--- config.mk ---
export PLATFORM = sky130hd
export DESIGN_NAME = atp_divider
export DESIGN_NICKNAME = d
export VERILOG_FILES = /design/src/hw/rtl/atp_pkg.sv /design/src/hw/rtl/atp_divider.sv
export SDC_FILE = /design/constraint.sdc
export NUM_CORES = 2
export LEC_CHECK = 0
export BUFFER_PORTS_ARGS = -buffer_cell sky130_fd_sc_hd__buf_2
export CAP_MARGIN = 20
export CORE_MARGIN = 5
export CORE_UTILIZATION = 50
export DETAILED_ROUTE_END_ITERATION = 8
export GPL_ROUTABILITY_DRIVEN = 0
export PLACE_DENSITY = 0.65
export SLEW_MARGIN = 20
export SYNTH_ARGS = -nofsm -noshare
export SYNTH_HDL_FRONTEND = slang
export SYNTH_SLANG_ARGS = --single-unit
--- constraint.sdc ---
create_clock -name clk -period 4.2 [get_ports clk]
set_input_delay 0.84 -clock clk [delete_from_list [all_inputs] [get_ports clk]]
set_output_delay 0.84 -clock clk [all_outputs]
set_load 0.005 [all_outputs]
--- src/hw/rtl/atp_pkg.sv ---
`default_nettype none
package atp_pkg;

  localparam int COORD_W = 32;
  localparam int MAG_W   = 32;
  localparam int QUOT_W  = 31;
  localparam int ACC_W   = 32;
  localparam int ANGLE_W = 27;
  localparam int FRAC_W  = 30;
  localparam int OUT_SHIFT = 4;
  localparam int HORNER_STEPS = 5;

  localparam logic signed [ACC_W-1:0] POLY_C5 = -32'sd2303695;
  localparam logic signed [ACC_W-1:0] POLY_COEF [HORNER_STEPS] = '{
    32'sd9822374, -32'sd20718705, 32'sd33432481, -32'sd56905886, 32'sd170890572
  };

  localparam logic signed [ACC_W-1:0] QUARTER_TURN = 32'sh1000_0000;
  localparam logic signed [ACC_W-1:0] HALF_TURN    = 32'sh2000_0000;

  typedef struct packed {
    logic swapped;
    logic x_neg;
    logic y_neg;
    logic zero;
  } flags_t;

endpackage
`default_nettype wire

--- src/hw/rtl/atp_divider.sv ---
`default_nettype none
// Pipelined restoring divider: one quotient bit per stage, quotient = (small << 30) / big.
// The caller guarantees small <= big.
module atp_divider (
  input  wire logic                       clk,
  input  wire logic                       rst_n,
  input  wire logic                       en,
  input  wire logic                       in_valid,
  input  wire logic [atp_pkg::MAG_W-1:0]  in_small,
  input  wire logic [atp_pkg::MAG_W-1:0]  in_big,
  input  wire atp_pkg::flags_t            in_flags,
  output logic                            out_valid,
  output logic [atp_pkg::QUOT_W-1:0]      out_quot,
  output atp_pkg::flags_t                 out_flags
);

  localparam int Steps = atp_pkg::QUOT_W;
  localparam int MagW  = atp_pkg::MAG_W;

  logic [Steps-1:0]        vld_r;
  logic [MagW-1:0]         rem_r  [Steps];
  logic [MagW-1:0]         big_r  [Steps];
  logic [Steps-1:0]        quot_r [Steps];
  atp_pkg::flags_t         flg_r  [Steps];

  genvar k;
  generate
    for (k = 0; k < Steps; k++) begin : g_step
      logic [MagW:0]    rem_in;
      logic [MagW-1:0]  big_in;
      logic [Steps-1:0] quot_in;
      logic             vld_in;
      atp_pkg::flags_t  flg_in;
      logic             take;
      logic [MagW:0]    diff;

      if (k == 0) begin : g_first
        assign rem_in  = {1'b0, in_small};
        assign big_in  = in_big;
        assign quot_in = '0;
        assign vld_in  = in_valid;
        assign flg_in  = in_flags;
      end else begin : g_rest
        assign rem_in  = {rem_r[k-1], 1'b0};
        assign big_in  = big_r[k-1];
        assign quot_in = quot_r[k-1];
        assign vld_in  = vld_r[k-1];
        assign flg_in  = flg_r[k-1];
      end

      assign take = (rem_in >= {1'b0, big_in});
      assign diff = rem_in - {1'b0, big_in};

      always_ff @(posedge clk) begin
        if (!rst_n) begin
          vld_r[k] <= 1'b0;
        end else if (en) begin
          vld_r[k] <= vld_in;
        end
      end

      always_ff @(posedge clk) begin
        if (en) begin
          rem_r[k]  <= take ? diff[MagW-1:0] : rem_in[MagW-1:0];
          big_r[k]  <= big_in;
          quot_r[k] <= {quot_in[Steps-2:0], take};
          flg_r[k]  <= flg_in;
        end
      end
    end
  endgenerate

  assign out_valid = vld_r[Steps-1];
  assign out_quot  = quot_r[Steps-1];
  assign out_flags = flg_r[Steps-1];

endmodule
`default_nettype wire

After elaboration in Yosys (flattened, before gate mapping)
Memories as Yosys holds them, arrays and structs flattened. Index checks and enable logic that the tools add are counted.

Input port bits: 72. Flip-flop bits (word level): 31. Memories: 4. Memory bits (writable): 3069.

Magnitude comparators: 31. Multiplexer cells: 33. $add $sub $neg: 31.

Memory list: big_r (depth 31, bits a word 32, rd ports 30, clocked after memory_dff 0, write ports 31, line atp_divider.sv:22) `logic [MagW-1:0] big_r [Steps];`; rem_r (depth 31, bits a word 32, rd ports 30, clocked after memory_dff 0, write ports 31, line atp_divider.sv:21) `logic [MagW-1:0] rem_r [Steps];`; quot_r (depth 31, bits a word 31, rd ports 31, clocked after memory_dff 0, write ports 31, line atp_divider.sv:23) `logic [Steps-1:0] quot_r [Steps];`; flg_r (depth 31, bits a word 4, rd ports 31, clocked after memory_dff 0, write ports 31, line atp_divider.sv:24) `atp_pkg::flags_t flg_r [Steps];`.

Operator list (number): 2-to-1 mux 32 bit (31); subtractor 32 bit (31); greater-or-equal comparator 33 x 32 -> 1 bit (30); greater-or-equal comparator 32 bit (1); 2-to-1 mux 1 bit (2).

Logic depth before layout (Yosys ltp)
An unclocked memory read counts as a cell.

Depth after elaboration: 3. Depth in mapped cells: 16. Mapped depth without buffers: 14.

Worst setup path after synthesis
Ideal clock, no wire load.

Path type: reg2reg. Start point: memory rem_r[11][7] in the netlist's numbering. End point: memory rem_r[11][43] in the netlist's numbering (data pin). Cell stages (with the launch flop): 13. Library setup time: 0.262 ns. Slack: 0.339 ns. Data required time: 3.938 ns. Data arrival time: 3.599 ns. Period minus slack after synthesis: 3.861 ns. Path through: edfxtp_1 > ha_1 > or4_1 > a21oi_1 > a21oi_1 > a2111oi_2 > a21oi_1 > a31o_2 > o221a_2 > o2111a_1 > a2111oi_4 > buf_4 > mux2_1.

RTL lines (line): start, declared (atp_divider.sv:21).

==> impl_metrics.py <==
metrics = {
    "setup_path": {
        "crit_chain": "ha_1, a21oi_1, o21bai_1, a21o_1, a221o_1, a21oi_1, a2111oi_2, o31ai_1, nor2_1, a2111o_2, buf_4, a21oi_1",
        "start_kind": "flop",
        "cp_common_cell": "a21oi_1",
        "end_kind": "flop",
        "required_ns": 4.80,
        "critPathMaxStageDelay_ns": 0.49,
        "critPathKind": "reg -> reg",
        "slowest_stage": "a2111o_2",
        "cp.arrival_ns": 4.63,
        "path_max_fanout": 16,
    },
    "synth": {
        "async_flop_share": 0,
        "synthCells": 12000,
        "syn_area_um2": 139000,
        "syn_area_per_cell_um2": 11.6,
        "synth_edf_count": 2540,
        "yosysUniqueCellTypes": 81,
        "ys_seq_elements": 2571,
        "synth-main-ff-cell": "edfxtp_1",
        "yosys.area.top_type": "edfxtp_1",
        "synth_top_area_share": 0.548,
        "synthTopCellsByArea": "edfxtp_1 55%, ha_1 8.9%, a21oi_1 3.3%",
        "synth.net_count": 13100,
        "synth-seq-area-share": 0.553,
        "yosysWarnings": 0,
    },
    "grt": {
        "grt_pass1_vias": 91900,
        "grt_max_degree": 129,
        "grt_pass1_wl_um": 497000,
        "grtUsageTotal": 0.212,
        "antenna_found_initial": 4,
        "grt-ovfl-total": 0,
    },
    "power": {
        "p_leak_uw": 0.0635,
        "switchingPower_uw": 45000,
        "power_frac_comb": 0.449,
        "p_sw_frac": 0.366,
        "seqPwrFrac": 0.342,
        "p_int_uw": 77900,
        "peakVddDrop_mv": 0.524,
        "power.density_nw_per_um2": 790,
        "clkPwrFrac": 0.209,
    },
    "clock_tree": {
        "htreeDepth": 5,
        "clock_latency_ns": 0.90,
        "clockBufferDepth": 4,
        "cts_tree": "built",
        "clk_pin_slew_ns": 0.06,
        "holdBufCountCts": 0,
        "cts_buffers": 290,
        "cts.sinks": 2571,
        "cts-root-buf": "clkbuf_16",
    },
    "route": {
        "viasPerCell": 5.71,
        "ant_nets": 0,
        "dr.pass1.iters": 5,
        "drcViolationCount": 0,
        "wl_per_cell_um": 19.3,
        "drtIter0Drc": 7429,
        "drt_wl_total_um": 315000,
        "vias": 93000,
    },
    "placed_design": {
        "port_buffers": 107,
        "dp_hpwl_um": 234000,
        "placed_area_um2": 146000,
        "place_inst": 15800,
    },
    "floorplan": {
        "rows": 193,
        "fp.dieH_um": 537,
        "ios": 108,
        "dieArea_um2": 289000,
        "start_util": 0.503,
        "core_area_um2": 277000,
        "die_w_um": 537,
    },
    "run_status": {
        "status": "finished clean",
    },
    "timing": {
        "worstMarginPinSlew_ns": 0.890,
        "layout_worst_path_cycle_share": 0.958,
        "fmax_mhz": 249,
        "whs_ns": 0.139,
        "skew_ns": 0.0594,
        "rsz0062_at_grt": "false",
        "hold_viol": 0,
        "setup_viol": 0,
        "period_needed_ns": 4.02,
        "maxSlewHeadroom": 0.401,
        "drv_slew": 0,
    },
    "flow_run": {
        "cap_viol_max_count": 0,
    },
    "layout": {
        "final_cells": 16300,
        "drive_gt1_frac": 0.100,
        "final_core_util": 0.562,
        "n_fill_cell": 22800,
        "area_delta_synth_final_pct": 11.8,
        "nets": 13500,
        "final_area_um2": 155000,
    },
    "min_path": {
        "hp-class": "in -> reg",
    },
}
-- power by group through the flow --
stage               Clock, uW  Sequential (uW)  Combinational, uW
floorplan                   0            40100              41300
global placement            0            42500              52400
detailed placement          0            42500              54000
CTS                     26400            42100              54500
global route            27400            42500              61000
finish                  25700            42000              55200
-- layout by cell type, fill, tap and decap left out, types with 34 or more instances in the layout --
cell type and n:
o21ai_0 786, a31oi_1 93, a211oi_1 69, ha_1 991
clkbuf_1 45, mux2i_1 50, o21bai_1 99, buf_12 51
nor2b_1 195, inv_1 1221, clkinv_2 51, and3_1 81
or3_1 54, o211ai_1 45, a21boi_0 34, o21a_1 155
nand2_1 780, a21oi_1 925, nand4_1 132, bufinv_16 37
clkinv_1 47, a21o_1 498, and2_1 65, nand3_1 179
xor2_1 342, buf_4 172, nor3_1 103, nand2b_1 163
nor2_1 664, mux2_2 388, o31ai_1 62, edfxtp_1 2540
xnor2_1 456, buf_2 106, clkbuf_16 298
-- repair_timing --
| item | in CTS | in global routing |
|---|---|---|
| buffers inserted | 0 | 11 |
| setup endpoints to repair | 0 | 235 |
| resized for setup | 0 | 19 |
-- flip-flops by register name (all words and copies together) (netlist names) --
signal and count:
big_r 960, flg_r 124, g_step.vld_in 30, out_valid 1
quot_r 496, rem_r 960
-- cell usage after synthesis (all sizes together), types with 32 or more instances --
library cell  count
nand4           132
a21boi           35
a21o            498
nor2            665
o21ai           798
a211oi           70
nand2b          163
edfxtp         2540
inv            1222
nor4             32
o21bai           99
buf              33
o21a            156
o211ai           45
nand3           179
nor2b           195
xnor2           456
xor2            342
or3              54
mux2            390
ha              991
and3             81
and2             65
nand2           782
clkbuf          234
o31ai            63
a31oi            96
mux2i            50
nor3            103
a21oi           930
-- cell type report --
| cell class | instances | area [um2] | area share |
|---|---|---|---|
| timing repair buffer | 332 | 2910 | 0.0187 |
| clock buffer | 343 | 7630 | 0.0490 |
| clock inverter | 175 | 1980 | 0.0127 |
| multi-input combinational | 7941 | 56900 | 0.366 |
| antenna | 4 | 10.0 | 0.0000644 |
| tap | 3705 | 4640 | 0.0298 |
| sequential | 2571 | 76900 | 0.495 |
| inverter | 1222 | 4590 | 0.0295 |
-- per-layer routing --
metal / routed length (um) / global-route usage
met3: 16500 / 0.0291
met1: 132000 / 0.271
met4: 12000 / 0.0786
met2: 154000 / 0.370
met5: 0 / 0
-- metrics by stage --
step / power (uW) / TNS [ns] / worst slack, ns
2_1_floorplan: 81500 / 0 / 0.339
3_3_place_gp: 94900 / -1.50 / -0.153
3_5_place_dp: 96500 / -0.154 / -0.0863
4_1_cts: 123000 / 0 / 0.0169
5_1_grt: 131000 / 0 / 0.0000684
6_report: 123000 / 0 / 0.176
-- cell families after synthesis --
| family | count (synthesis) | synth area share |
|---|---|---|
| AOI/OAI and AO/OA | 3131 | 0.141 |
| DFF | 2571 | 0.553 |
| and+or+nand+nor | 2551 | 0.0872 |
| buffers and inverters | 1489 | 0.0403 |
| adders and majority gates | 1021 | 0.0935 |
| xor gates and xnor gates | 798 | 0.0502 |
| muxes | 440 | 0.0352 |
-- worst paths after layout --
kind,startpoint,to,slack [ns],depth (start not counted)
max,rem_r[10][41]$_DFFE_PP_,rem_r[11][27]$_DFFE_PP_,0.18,12
min,in_big[8],big_r[0][8]$_DFFE_PP_,0.14,1
max reg2reg,rem_r[10][41]$_DFFE_PP_,rem_r[11][27]$_DFFE_PP_,0.18,12
min reg2reg,quot_r[1][327]$_DFFE_PP_,quot_r[1][359]$_DFFE_PP_,0.40,0
-- critical path: cells and delay by family, from the launching register on --
kind            cells  cell delay (ns)
simple gates        1             0.12
fa+ha+maj           1             0.39
compound gates      9             2.62
buf+inv             1             0.21
flops               1             0.40
(Power assumes the default switching activity.)
